`config.mk`:
```
export PLATFORM = sky130hd
export DESIGN_NAME = mnsp_outq
export DESIGN_NICKNAME = d
export VERILOG_FILES = /design/src/hdl/midi_note_span_pairing_core_assert.svh /design/src/hdl/mnsp_pkg.sv /design/src/hdl/mnsp_outq.sv
export SDC_FILE = /design/constraint.sdc
export NUM_CORES = 1
export LEC_CHECK = 0
export BUFFER_PORTS_ARGS = -buffer_cell sky130_fd_sc_hd__buf_2
export CAP_MARGIN = 20
export CORE_MARGIN = 5
export CORE_UTILIZATION = 53
export DETAILED_ROUTE_END_ITERATION = 10
export PLACE_DENSITY_LB_ADDON = 0.12
export SETUP_SLACK_MARGIN = 0.15
export SYNTH_ARGS = -nofsm -noshare
export SYNTH_HDL_FRONTEND = slang
export SYNTH_SLANG_ARGS = --single-unit
```
`constraint.sdc`:
```
create_clock -name i_clk -period 7 [get_ports i_clk]
set_input_delay 1.4 -clock i_clk [delete_from_list [all_inputs] [get_ports i_clk]]
set_output_delay 1.4 -clock i_clk [all_outputs]
set_load 0.01 [all_outputs]
```
`src/hdl/midi_note_span_pairing_core_assert.svh`:
```
// assertion macros for the note span pairing core
// used by the top level; needs no other file
`ifndef MIDI_NOTE_SPAN_PAIRING_CORE_ASSERT_SVH
`define MIDI_NOTE_SPAN_PAIRING_CORE_ASSERT_SVH
`ifndef NO_ASSERTIONS
// antecedent implies consequent in the same cycle
`define MNSP_ASSERT_SAME(lbl, clk, rst_n, ante, cons) \
    lbl: assert property (@(posedge clk) disable iff (!(rst_n)) (ante) |-> (cons)) \
        else $error("same-cycle check failed");
// antecedent implies consequent in the next cycle
`define MNSP_ASSERT_NEXT(lbl, clk, rst_n, ante, cons) \
    lbl: assert property (@(posedge clk) disable iff (!(rst_n)) (ante) |=> (cons)) \
        else $error("next-cycle check failed");
`else
`define MNSP_ASSERT_SAME(lbl, clk, rst_n, ante, cons)
`define MNSP_ASSERT_NEXT(lbl, clk, rst_n, ante, cons)
`endif
`endif

```
`src/hdl/mnsp_pkg.sv`:
```
// shared types and constants of the note span pairing core
// no dependencies
package mnsp_pkg;

    localparam int STACK_DEPTH_DEF = 4;
    localparam int TICK_BITS_DEF   = 31;

    localparam int KEY_W     = 11;
    localparam int KEY_COUNT = 1 << KEY_W;

    localparam logic [7:0] STATUS_TYPE_MASK = 8'hF0;
    localparam logic [7:0] STATUS_CHAN_MASK = 8'h0F;
    localparam logic [7:0] MSG_NOTE_ON      = 8'h90;
    localparam logic [7:0] MSG_NOTE_OFF     = 8'h80;
    localparam logic [1:0] LEN_FULL         = 2'd3;

    localparam logic RES_SPAN = 1'b0;
    localparam logic RES_DROP = 1'b1;

    typedef struct packed {
        logic        is_push;
        logic [3:0]  chan;
        logic [6:0]  pitch;
        logic [6:0]  vel;
        logic [30:0] tick;
    } t_cmd;

    typedef struct packed {
        logic        kind;
        logic [30:0] start;
        logic [31:0] stop;
        logic [6:0]  pitch;
        logic [6:0]  vel;
        logic [3:0]  chan;
    } t_res;

endpackage

```
`src/hdl/mnsp_outq.sv`:
```
// two-entry result queue decoupling the sequencer from the result port
// depends on mnsp_pkg
module mnsp_outq (
    input  logic              i_clk,
    input  logic              i_rst_n,
    input  logic              i_push,
    input  mnsp_pkg::t_res    i_res,
    output logic              o_full,
    output logic              o_empty,
    input  logic              i_pop,
    output mnsp_pkg::t_res    o_res
);

    mnsp_pkg::t_res r_q [2];
    logic           r_wr_ptr;
    logic           r_rd_ptr;
    logic [1:0]     r_fill;
    logic           wr_en;
    logic           rd_en;

    assign o_full  = (r_fill == 2'd2);
    assign o_empty = (r_fill == 2'd0);
    assign wr_en   = i_push && !o_full;
    assign rd_en   = i_pop && !o_empty;
    assign o_res   = r_q[r_rd_ptr];

    always_ff @(posedge i_clk) begin
        if (wr_en) begin
            r_q[r_wr_ptr] <= i_res;
        end
    end

    always_ff @(posedge i_clk) begin
        if (!i_rst_n) begin
            r_wr_ptr <= 1'b0;
            r_rd_ptr <= 1'b0;
            r_fill   <= 2'd0;
        end else begin
            if (wr_en) begin
                r_wr_ptr <= ~r_wr_ptr;
            end
            if (rd_en) begin
                r_rd_ptr <= ~r_rd_ptr;
            end
            r_fill <= r_fill + 2'(wr_en) - 2'(rd_en);
        end
    end

endmodule

```
* Word level (Yosys, flattened, before mapping)
Memories as Yosys holds them, arrays and structs flattened. A register that Yosys moved wholly into a read port is not among the register bits.
Cells that the tools add are included.
** Word-level totals
- Word-level logic and storage cells :: 18
- Output and inout port bits :: 84
- Memories kept :: 1
- Register bits :: 4
- Bits of input ports :: 86
- RAM bits :: 164
** Cells by class
- Multiplexer cells :: 4
- Reduce and logical (&&, ||, !) cells :: 5
- Bitwise gates (word level) :: 2
- Eq/ne operators :: 1
- $add $sub $neg :: 2
** Memories
- r_q :: depth 2, bits a word 82, read ports 1, clocked after Yosys merged registers in 1, wr ports 1, line mnsp_outq.sv:14 : mnsp_pkg::t_res r_q [2];
** Operators with widths (number)
- two-way mux 1 bit :: 4
- adder 2 x 1 -> 2 bit :: 1
- == test 2 bit (second input constant) :: 1
- logical AND 1 bit :: 2
- zero test 1 bit :: 2
- zero test 2 bit :: 1
- inverter 1 bit :: 2
- subtractor 2 x 1 -> 2 bit :: 1

* Depth between registers and ports, before layout
- Word-level depth :: 5
- Depth in mapped cells :: 8
- Mapped depth without buffers :: 8

* Worst setup path before layout
OpenSTA, ideal clock, no wires.
- Path type :: input port to flip-flop
- From :: input port i_push
- To :: memory r_q[0][0] in the netlist's numbering (enable)
- Cell stages on the path :: 2
- Arrival :: 4.913 ns
- Slack :: 1.564 ns
- Library setup time :: 0.523 ns
- Buffers on the path :: 0
- Required time :: 6.477 ns
- Cell sequence :: nand2_1 -> nor2_1
** On the way
- Cells in the longest elaborated chain, start to end :: 3
** RTL lines
- start: declaration :: line mnsp_outq.sv:6 : input logic i_push,
- logical AND 1 bit :: line mnsp_outq.sv:23 : assign wr_en = i_push && !o_full;
- two-way mux 1 bit :: line mnsp_outq.sv:28 : if (wr_en) begin
- two-way mux 1 bit (implied by the code) :: line mnsp_outq.sv:29 : r_q[r_wr_ptr] <= i_res;
- end: declaration :: line mnsp_outq.sv:14
Every way passes these cells.

==> reports/qor.csv <==
stage,metric,value,unit
outcome,status,"finished, final reports clean",
sta,share of the cycle needed by the critical path after routing,0.563,
clocking,CTS root buffer,clkbuf_16,
synthesis,largest area contributor in the netlist,edfxtp_1,
worst_hold_path,worst min path class,reg2reg,
setup_path,data required time at the worst endpoint,5.60,ns
floorplanning,DIE WIDTH,121,um
grt,first-pass GRT wire length,17400,um
sta,fmax,254,MHz
grt,initial antenna violation count,1,
cells_and_area,most frequent cells in the layout,"buf_2 (169), edfxtp_1 (164), mux2_4 (80), clkbuf_16 (17), clkbuf_1 (7)",
grt,total grt overflow,0,
clocking,CTS tree,done,
sta,Worst Skew,0.00786,ns
clocking,clk sinks,169,
sta,"Min Clock Period, post-route",3.94,ns
placed_design,area post-placement,0.00752,mm2
routing,DRT iter0 DRCs,231,
sta,Rel. slew slack,0.287,
routing,DRC violation count after routing,0,
synthesis,Synth top area share,0.751,
placed_design,GP Congestion,0.723,
routing,Vias,3092,
clocking,CTS HTree Levels,4,
grt,largest net degree at the start of global routing,58,
placed_design,PortBufs,169,
pwr,total power,3.00,mW
synthesis,Area contributors post-synth,"edfxtp_1 (75%), mux2_4 (18%), buf_12 (2.4%)",
cells_and_area,Area Overhead vs Synth,22.0,%
synthesis,Syn Nets,370,
routing,met3 WL post-DR,707,um
sta,Fin. Hold Viols,0,
grt,gr usage total,0.161,
cells_and_area,n_diodes,0,
clocking,Worst-path clk slew,0.06,ns
clocking,CTS resizes,0,
floorplanning,initial core utilization,0.543,
cells_and_area,ratio of cells with drive above 1 in the final layout,0.586,
pwr,Max VDD drop,0.304,mV
pwr,LEAKAGE,3.17,nW
synthesis,Cell variety after synth,18,
floorplanning,row count,40,
synthesis,synthesized area per cell,23.2,um2
setup_path,crit end category,primary output,
routing,WL met2,5780,um
synthesis,Seq cells post-synth,169,
cells_and_area,post-route cell area,0.00800,mm2
setup_path,CP startpoint kind,register,
routing,vias per cell,4.80,
cells_and_area,Final Util,0.663,
flow_run,number of max-cap violations,0,
floorplanning,core box area,0.0121,mm2
clocking,Post-CTS Repair Setup Buffers,0,
sta,"Setup violations, final",0,
routing,total wire length,11300,um
routing,max layer used,met5,
routing,M1 wire length,4630,um
synthesis,sequential element share of the synthesized area,0.767,
clocking,CTS Buf Count,17,
routing,drt wl/cell,17.6,um
setup_path,Critical Path Fanout Max,57,
setup_path,R2R Setup Slk,4.83,ns
synthesis,Syn Inst Count,282,
routing,Routed Antenna Nets,0,
sta,unrepaired setup endpoints after global routing,false,
sta,Worst-Margin Slew,1.07,ns
routing,DRT Pass-1 Iters,4,
floorplanning,Die ar.,0.0147,mm2
clocking,maximum clock path buffer count,2,
clocking,Worst-Skew Late Latency,0.41,ns
setup_path,Crit Path Class,reg2out,
grt,vias in the first global route,3274,
setup_path,crit path DAT,2.54,ns
pwr,power density cells,375,mW/mm2
floorplanning,Top Ports,170,
floorplanning,Chip Height,121,um
cells_and_area,"most common cell after layout, fill and taps aside",buf_2,
synthesis,Synth Cell Area,0.00655,mm2
clocking,quantity of hold-fixing buffers added after cts,0,
synthesis,yosys warns,0,
cells_and_area,final net count,553,
sta,setup_tns,0,ns
sta,Pins Over Slew Limit,0,
placed_design,DP HPWL,7710,um
-- worst max-delay path: stages, from the launching register on --
cell	delay, ns
dfxtp_4	1.04
buf_4	0.57
mux2_4	0.34
buf_2	0.14
-- cell type report --
class	count	area, um2
fillers	834	4070
flip-flops and latches	169	5030
clock buffers	24	452
well taps	168	210
clock inverters	6	27.5
inverters	3	11.3
repair buffers	173	908
multi-input cells	101	1360
-- state kept, by name, summed over array words and instances, names as in the netlist, named ones only --
name	cells
r_fill	2
r_rd_ptr	1
r_wr_ptr	1
r_q	164
-- metal layers --
layer | global-route usage | vias to the layer above
met3 | 0.0555 | 17
met2 | 0.267 | 100
met5 | 0 | -
met4 | 0.0651 | 2
met1 | 0.193 | 1502
li1 | - | 1471
-- cells in the mapped netlist, drive strengths merged --
cell type	count
edfxtp	164
and3	1
nor2	5
dfxtp	5
buf	9
ha	2
inv	3
nand2	2
xor2	1
mux2	82
mux2i	1
nand2b	2
xnor2	1
nor3	1
and2	2
o21a	1
-- report_power, final --
| part | switching [mW] | total (mW) | internal, mW |
|---|---|---|---|
| combinational | 0.364 | 0.813 | 0.450 |
| clock | 0.329 | 0.772 | 0.443 |
| sequential | 0.109 | 1.41 | 1.31 |
| total | 0.802 | 3.00 | 2.20 |
-- per-stage QoR --
| stage | hold slack [ns] | instances | setup slack [ns] |
|---|---|---|---|
| after floorplan | 0.455 | 282 | 1.56 |
| after global placement | 0.498 | 612 | 3.39 |
| after detailed placement | 0.524 | 614 | 3.42 |
| after CTS | 0.535 | 644 | 2.96 |
| after global routing | 0.567 | 644 | 2.89 |
| final | 0.530 | 644 | 3.06 |
-- cell families after synthesis --
family          after synthesis  share of synthesized area
compound gates                1                    0.00115
xor+xnor                      2                    0.00267
mux                          83                      0.188
buf+inv                      12                     0.0279
fa+ha+maj                     2                    0.00382
simple gates                 13                    0.00955
flops                       169                      0.767
-- worst paths after layout --
| path | from | endpoint | cells past startpoint |
|---|---|---|---|
| max | register | o_res[5] | 3 |
| min reg2reg | r_wr_ptr | r_wr_ptr | 2 |
| min | r_wr_ptr | r_wr_ptr | 2 |
| max reg2reg | r_fill[0] | r_q[0][78] | 5 |
(Power assumes the default switching activity.)
