===== config.mk =====
export PLATFORM = sky130hd
export DESIGN_NAME = mnsp_front
export DESIGN_NICKNAME = d
export VERILOG_FILES = /design/src/hdl/midi_note_span_pairing_core_assert.svh /design/src/hdl/mnsp_pkg.sv /design/src/hdl/mnsp_front.sv
export SDC_FILE = /design/constraint.sdc
export NUM_CORES = 1
export LEC_CHECK = 0
export BUFFER_PORTS_ARGS = -buffer_cell sky130_fd_sc_hd__buf_2
export CORE_UTILIZATION = 52
export DETAILED_ROUTE_END_ITERATION = 8
export GPL_TIMING_DRIVEN = 0
export PLACE_DENSITY = 0.77
export REMOVE_ABC_BUFFERS = 1
export SKIP_CTS_REPAIR_TIMING = 1
export SYNTH_ARGS = -nofsm -noshare
export SYNTH_HDL_FRONTEND = slang
export SYNTH_SLANG_ARGS = --single-unit

===== constraint.sdc =====
create_clock -name i_clk -period 4.65 [get_ports i_clk]
set_clock_uncertainty 0.2 [all_clocks]
set_input_delay 0 -clock i_clk [delete_from_list [all_inputs] [get_ports i_clk]]
set_output_delay 0 -clock i_clk [all_outputs]
set_load 0.005 [all_outputs]

===== src/hdl/midi_note_span_pairing_core_assert.svh =====
// assertion macros for the note span pairing core
// used by the top level; needs no other file
`ifndef MIDI_NOTE_SPAN_PAIRING_CORE_ASSERT_SVH
`define MIDI_NOTE_SPAN_PAIRING_CORE_ASSERT_SVH
`ifndef NO_ASSERTIONS
// antecedent implies consequent in the same cycle
`define MNSP_ASSERT_SAME(lbl, clk, rst_n, ante, cons) \
    lbl: assert property (@(posedge clk) disable iff (!(rst_n)) (ante) |-> (cons)) \
        else $error("same-cycle check failed");
// antecedent implies consequent in the next cycle
`define MNSP_ASSERT_NEXT(lbl, clk, rst_n, ante, cons) \
    lbl: assert property (@(posedge clk) disable iff (!(rst_n)) (ante) |=> (cons)) \
        else $error("next-cycle check failed");
`else
`define MNSP_ASSERT_SAME(lbl, clk, rst_n, ante, cons)
`define MNSP_ASSERT_NEXT(lbl, clk, rst_n, ante, cons)
`endif
`endif


===== src/hdl/mnsp_pkg.sv =====
// shared types and constants of the note span pairing core
// no dependencies
package mnsp_pkg;

    localparam int STACK_DEPTH_DEF = 4;
    localparam int TICK_BITS_DEF   = 31;

    localparam int KEY_W     = 11;
    localparam int KEY_COUNT = 1 << KEY_W;

    localparam logic [7:0] STATUS_TYPE_MASK = 8'hF0;
    localparam logic [7:0] STATUS_CHAN_MASK = 8'h0F;
    localparam logic [7:0] MSG_NOTE_ON      = 8'h90;
    localparam logic [7:0] MSG_NOTE_OFF     = 8'h80;
    localparam logic [1:0] LEN_FULL         = 2'd3;

    localparam logic RES_SPAN = 1'b0;
    localparam logic RES_DROP = 1'b1;

    typedef struct packed {
        logic        is_push;
        logic [3:0]  chan;
        logic [6:0]  pitch;
        logic [6:0]  vel;
        logic [30:0] tick;
    } t_cmd;

    typedef struct packed {
        logic        kind;
        logic [30:0] start;
        logic [31:0] stop;
        logic [6:0]  pitch;
        logic [6:0]  vel;
        logic [3:0]  chan;
    } t_res;

endpackage


===== src/hdl/mnsp_front.sv =====
// front end: filters and classifies midi events into a two-entry command queue
// depends on mnsp_pkg
module mnsp_front (
    input  logic              i_clk,
    input  logic              i_rst_n,
    input  logic              i_push,
    input  logic              i_hold,
    input  logic [7:0]        i_status_byte,
    input  logic [7:0]        i_data_one,
    input  logic [7:0]        i_data_two,
    input  logic [1:0]        i_event_length,
    input  logic [30:0]       i_event_tick,
    output logic              o_full,
    output logic              o_cmd_valid,
    output mnsp_pkg::t_cmd    o_cmd,
    input  logic              i_cmd_pop
);

    mnsp_pkg::t_cmd r_q [2];
    logic           r_wr_ptr;
    logic           r_rd_ptr;
    logic [1:0]     r_fill;

    logic [7:0]     msg_type;
    logic           is_note;
    logic           accept;
    logic           wr_en;
    mnsp_pkg::t_cmd cmd_in;

    always_comb begin
        msg_type = i_status_byte & mnsp_pkg::STATUS_TYPE_MASK;
        is_note  = (i_event_length == mnsp_pkg::LEN_FULL) && !i_data_one[7] && !i_data_two[7]
                   && (msg_type inside {mnsp_pkg::MSG_NOTE_ON, mnsp_pkg::MSG_NOTE_OFF});
        cmd_in.is_push = (msg_type == mnsp_pkg::MSG_NOTE_ON) && (i_data_two != 8'd0);
        cmd_in.chan    = 4'(i_status_byte & mnsp_pkg::STATUS_CHAN_MASK);
        cmd_in.pitch   = i_data_one[6:0];
        cmd_in.vel     = i_data_two[6:0];
        cmd_in.tick    = i_event_tick;
    end

    assign o_full      = (r_fill == 2'd2) || i_hold;
    assign accept      = i_push && !o_full;
    assign wr_en       = accept && is_note;
    assign o_cmd_valid = (r_fill != 2'd0);
    assign o_cmd       = r_q[r_rd_ptr];

    always_ff @(posedge i_clk) begin
        if (wr_en) begin
            r_q[r_wr_ptr] <= cmd_in;
        end
    end

    always_ff @(posedge i_clk) begin
        if (!i_rst_n) begin
            r_wr_ptr <= 1'b0;
            r_rd_ptr <= 1'b0;
            r_fill   <= 2'd0;
        end else begin
            if (wr_en) begin
                r_wr_ptr <= ~r_wr_ptr;
            end
            if (i_cmd_pop) begin
                r_rd_ptr <= ~r_rd_ptr;
            end
            r_fill <= r_fill + 2'(wr_en) - 2'(i_cmd_pop);
        end
    end

endmodule


Word-level counts from Yosys, hierarchy flattened
Memories as Yosys holds them, arrays and structs flattened. A register that Yosys moved wholly into a read port is not among the register bits.
Index checks and enable logic that the tools add are counted.

word-level totals
  latch bits = 0
  register bits = 4
  ROM bits = 0
  bits in writable memories = 100
  memories kept = 1
  output and inout bits = 52

memories
  name  depth  bits a word  rd ports  clocked after memory_dff  wr ports  line              source
  r_q   2      50           1         1                         1         mnsp_front.sv:19  mnsp_pkg::t_cmd r_q [2];

cells by class
  shift operators = 0
  equal/unequal tests = 4
  bitwise logic cells = 2
  add/sub/neg operators = 2
  order comparisons = 0
  reduce and logical (&&, ||, !) cells = 13
  divide/modulo/power cells = 0
  muxes and demuxes = 4
  $mul = 0

operators by type and width
  cell                                  count
  == test 4 bit, second input constant  2
  nonzero test 8 bit                    1
  logical AND 1 bit                     6
  == test 2 bit, second input constant  2
  2-to-1 mux 1 bit                      4
  nonzero test 2 bit                    2
  zero test 1 bit                       3
  adder 2 x 1 -> 2 bit                  1
  inverter 1 bit                        2
  subtractor 2 x 1 -> 2 bit             1
  logical OR 1 bit                      1

Depth between registers and ports, before layout
  word-level depth = 7
  gate-level depth with buffers = 9
  mapped depth without buffers = 9

Worst setup path after synthesis
No wires, ideal clock.

  path kind = reg2reg
  start = register r_fill[0]
  end = memory r_q[0][0] in the netlist's numbering, enable pin
  stages on the path, launching flop included = 5
  path buffers = 0
  arrival time = 2.831 ns
  library setup time = 0.458 ns
  path slack = 1.162 ns
  path through = dfxtp_1 > inv_1 > a21o_1 > nand3b_4 > nor2_1

between the ends
  cells in the longest elaborated chain, start to end = 7

ends and longest elaborated chain
  what                                    line              source
  start, declared                         mnsp_front.sv:22  logic [1:0] r_fill;
  start signal, assigned                  mnsp_front.sv:65  r_fill <= r_fill + 2'(wr_en) - 2'(i_cmd_pop);
  == test 2 bit                           mnsp_front.sv:41  assign o_full = (r_fill == 2'd2) || i_hold;
  logical OR 1 bit                        mnsp_front.sv:41
  via o_full                              mnsp_front.sv:13  output logic o_full,
  zero test 1 bit                         mnsp_front.sv:42  assign accept = i_push && !o_full;
  logical AND 1 bit                       mnsp_front.sv:42
  logical AND 1 bit                       mnsp_front.sv:43  assign wr_en = accept && is_note;
  2-to-1 mux 1 bit                        mnsp_front.sv:48  if (wr_en) begin
  2-to-1 mux 1 bit (implied by the code)  mnsp_front.sv:49  r_q[r_wr_ptr] <= cmd_in;
  end, declared                           mnsp_front.sv:19

The timed path passes the listed nets, and every way through them passes these cells.

Worst setup path after layout
  start = input port i_status_byte[5]
  end = memory r_q[1][41] in the netlist's numbering, enable pin

between the ends
  cells in the longest elaborated chain, start to end = 6
  elaborated cells between the ends (all ways) = 7
  classes of those cells = eq/ne: 2; mux: 2; reduce/logical: 3

ends and longest elaborated chain
  what                                        line              source
  start, declared                             mnsp_front.sv:8   input logic [7:0] i_status_byte,
  == test 4 bit                               mnsp_front.sv:33  && (msg_type inside {mnsp_pkg::MSG_NOTE_ON, mnsp_pkg::MSG_NOTE_OFF});
  nonzero test 2 bit (*)                      mnsp_front.sv:33
  logical AND 1 bit (*)                       mnsp_front.sv:33
  logical AND 1 bit (*)                       mnsp_front.sv:43
  2-to-1 mux 1 bit (*)                        mnsp_front.sv:48
  2-to-1 mux 1 bit (implied by the code) (*)  mnsp_front.sv:49

Mark *: on every way between the ends. The rest lies on a longest branch, timed or not.

==> reports/qor.csv <==
metric;value;unit
status;completed;
final_hold_viol_count;0;
slowest_delay;0.65;ns
drive_gt1_share;50.9;%
critical_path_buf_inv_count;4;
initial_core_util;53.6;%
syn_inst;189;
drc;0;
post-route-period-util;57.7;%
antenna_left;0;
vias;2246;
firstDrtPassIters;4;
die-area;0.00828;mm2
tightest_slew;0.777;ns
path_common_cell;dlygate4sd3_1;
core;0.00769;mm2
cp_top_family;buffers and inverters;
period_minus_slack;2.68;ns
routed_wl;7.26;mm
cp.arrival;2.55;ns
yosysTopAreaCellShare;72.9;%
nets;430;
crit_chain;dlygate4sd3_1 -> buf_2 -> nor3b_4 -> dlygate4sd3_1 -> nand3b_4 -> nor2_4 -> buf_12;
finish.utilization;73.1;%
clock.fmax;0.373;GHz
synth_top_family_by_area;multiplexers;
wl_per_cell;15.4;um
max-slew-margin-rel;48.1;%
crit_slowest_cell;dlygate4sd3_1;
dp_hpwl;4.20;mm
die_h;91;um
overflow;0;
cts_buffer_depth;2;
num_rows;32;
drtIter0Drc;79;
ir_drop;224;uV
startpoint_type;input pin;
area_growth;36.5;%
cts_root_buffer;clkbuf_8;
io_buffers;113;
worstHoldPathType;in2reg;
ys_top_cells_by_area;edfxtp_1, mux2_4, dfxtp_1;
antenna_cells;0;
antenna_found_initial;0;
ys_seq_area_share;75.3;%
insertion_delay;0.35;ns
gr-usage-all-layers;16.2;%
cts-buffers-inserted;9;
synthSimpleGateAreaFrac;2.79;%
syn_area_per_cell;21.8;um2
p_leak;0.00225;uW
rsz0062_at_grt;false;
chipWidth;91;um
crit_type;in2reg;
yosysTopAreaCell;edfxtp_1;
synthAdderAreaFrac;0.608;%
setup-violations-final;0;
clock_sinks;105;
required;4.51;ns
grt_pass1_vias;2111;
cts.reportedPaths.clkPinSlew;0.10;ns
vias_per_cell;4.75;
yosysUniqueCellTypes;21;
drv_slew;0;
cts_tree;done;
grt_pass1_wl;9.85;mm
yosysWarnings;0;
synth_mux_area_share;18.5;%
synth-xor-area-share;0.638;%
n_fill_cell;500;
finalSetupTns;0;ns
syn_area;0.00412;mm2
powerDensity;330;mW/mm2
grt_max_degree;50;
place.gp.congestion;0.670;
max-cap-violations;0;
io_pins;114;
htree_levels;3;
synth_seq_cells;105;
cp-end-kind;register;
synth_compound_area_share;0.304;%
cp_max_fo;26;
placed cells by master, fill, tap and decap left out, types with 2 or more instances in the layout:
master / instances
xnor2_1: 2
nor2_1: 3
inv_6: 2
mux2_4: 50
clkbuf_8: 9
bufinv_16: 2
nor2_4: 2
inv_1: 4
nand2_1: 3
edfxtp_1: 100
buf_12: 2
dlygate4sd3_1: 56
ha_1: 2
nor4_1: 2
clkinvlp_4: 2
buf_2: 113
dfxtp_1: 4
cell type report:
type,count,area [um2],area share [%]
clock inverter,7,101,1.80
timing repair buffer,172,1190,21.2
tap,102,128,2.27
inverter,4,15.0,0.267
clock buffer,9,124,2.20
sequential,105,3110,55.3
multi-input combinational,74,955,17.0
state kept, by name, indices dropped and copies added (netlist names), named ones only:
register,flops
r_wr_ptr,1
r_fill,2
r_q,100
r_rd_ptr,1
metrics by stage:
stage	hold WS [ns]	cell area [um2]	cells	setup WS (ns)	power, uW
floorplan	-0.113	4060	183	1.16	1160
global placement	-0.0125	4750	398	-0.0406	1220
detailed placement	-0.00723	4840	401	2.41	1220
CTS	-0.392	5060	417	2.41	1830
global route	0.0626	5620	473	1.87	1910
finish	0.0593	5620	473	1.97	1850
worst register-to-register path: cells and delay by family, from the launching register on:
family,cells,cell delay (ns)
buf+inv,2,0.33
compound gates,1,0.19
simple gates,2,0.83
flops,1,0.37
power by group:
part / switching (uW) / internal [uW]
Clock: 312 / 308
Combinational: 70.6 / 122
Sequential: 4.18 / 1040
cells by family after synthesis:
group	after synthesis
xor gates and xnor gates	3
muxes	51
DFF	105
and+or+nand+nor	16
buffers and inverters	10
adders and majority gates	2
AOI/OAI and AO/OA	2
final timing paths:
kind              slack, ns              from  cells past startpoint          to
setup reg to reg       2.43         r_fill[0]                      5  r_q[1][41]
setup / recovery       1.97  i_status_byte[5]                      7  r_q[1][41]
hold reg to reg        0.33          r_rd_ptr                      2    r_rd_ptr
hold / removal         0.06     i_data_one[7]                      4  r_q[0][32]
Yosys cell counts:
cell      count
or2_2         1
ha_1          2
inv_1         4
nor3_4        1
nand3_1       1
nor3b_4       1
dfxtp_1       5
edfxtp_1    100
xnor2_1       2
a21oi_1       1
buf_6         5
nand2_1       3
nand3b_4      1
and2_1        1
a21o_1        1
nor2_1        5
xor2_1        1
mux2i_1       1
buf_2         1
nor4_1        2
mux2_4       50
per-layer routing:
layer / wire (um) / track usage [%] / vias up / share of wire (%)
met3: 448 / 5.03 / 10 / 6.2
met2: 3830 / 27.3 / 79 / 53
li1: - / - / 1083 / -
met5: 0 / 0 / - / 0
met1: 2900 / 19.1 / 1074 / 40
met4: 87 / 7.54 / 0 / 1.2
Power figures use the tool's default switching activity.
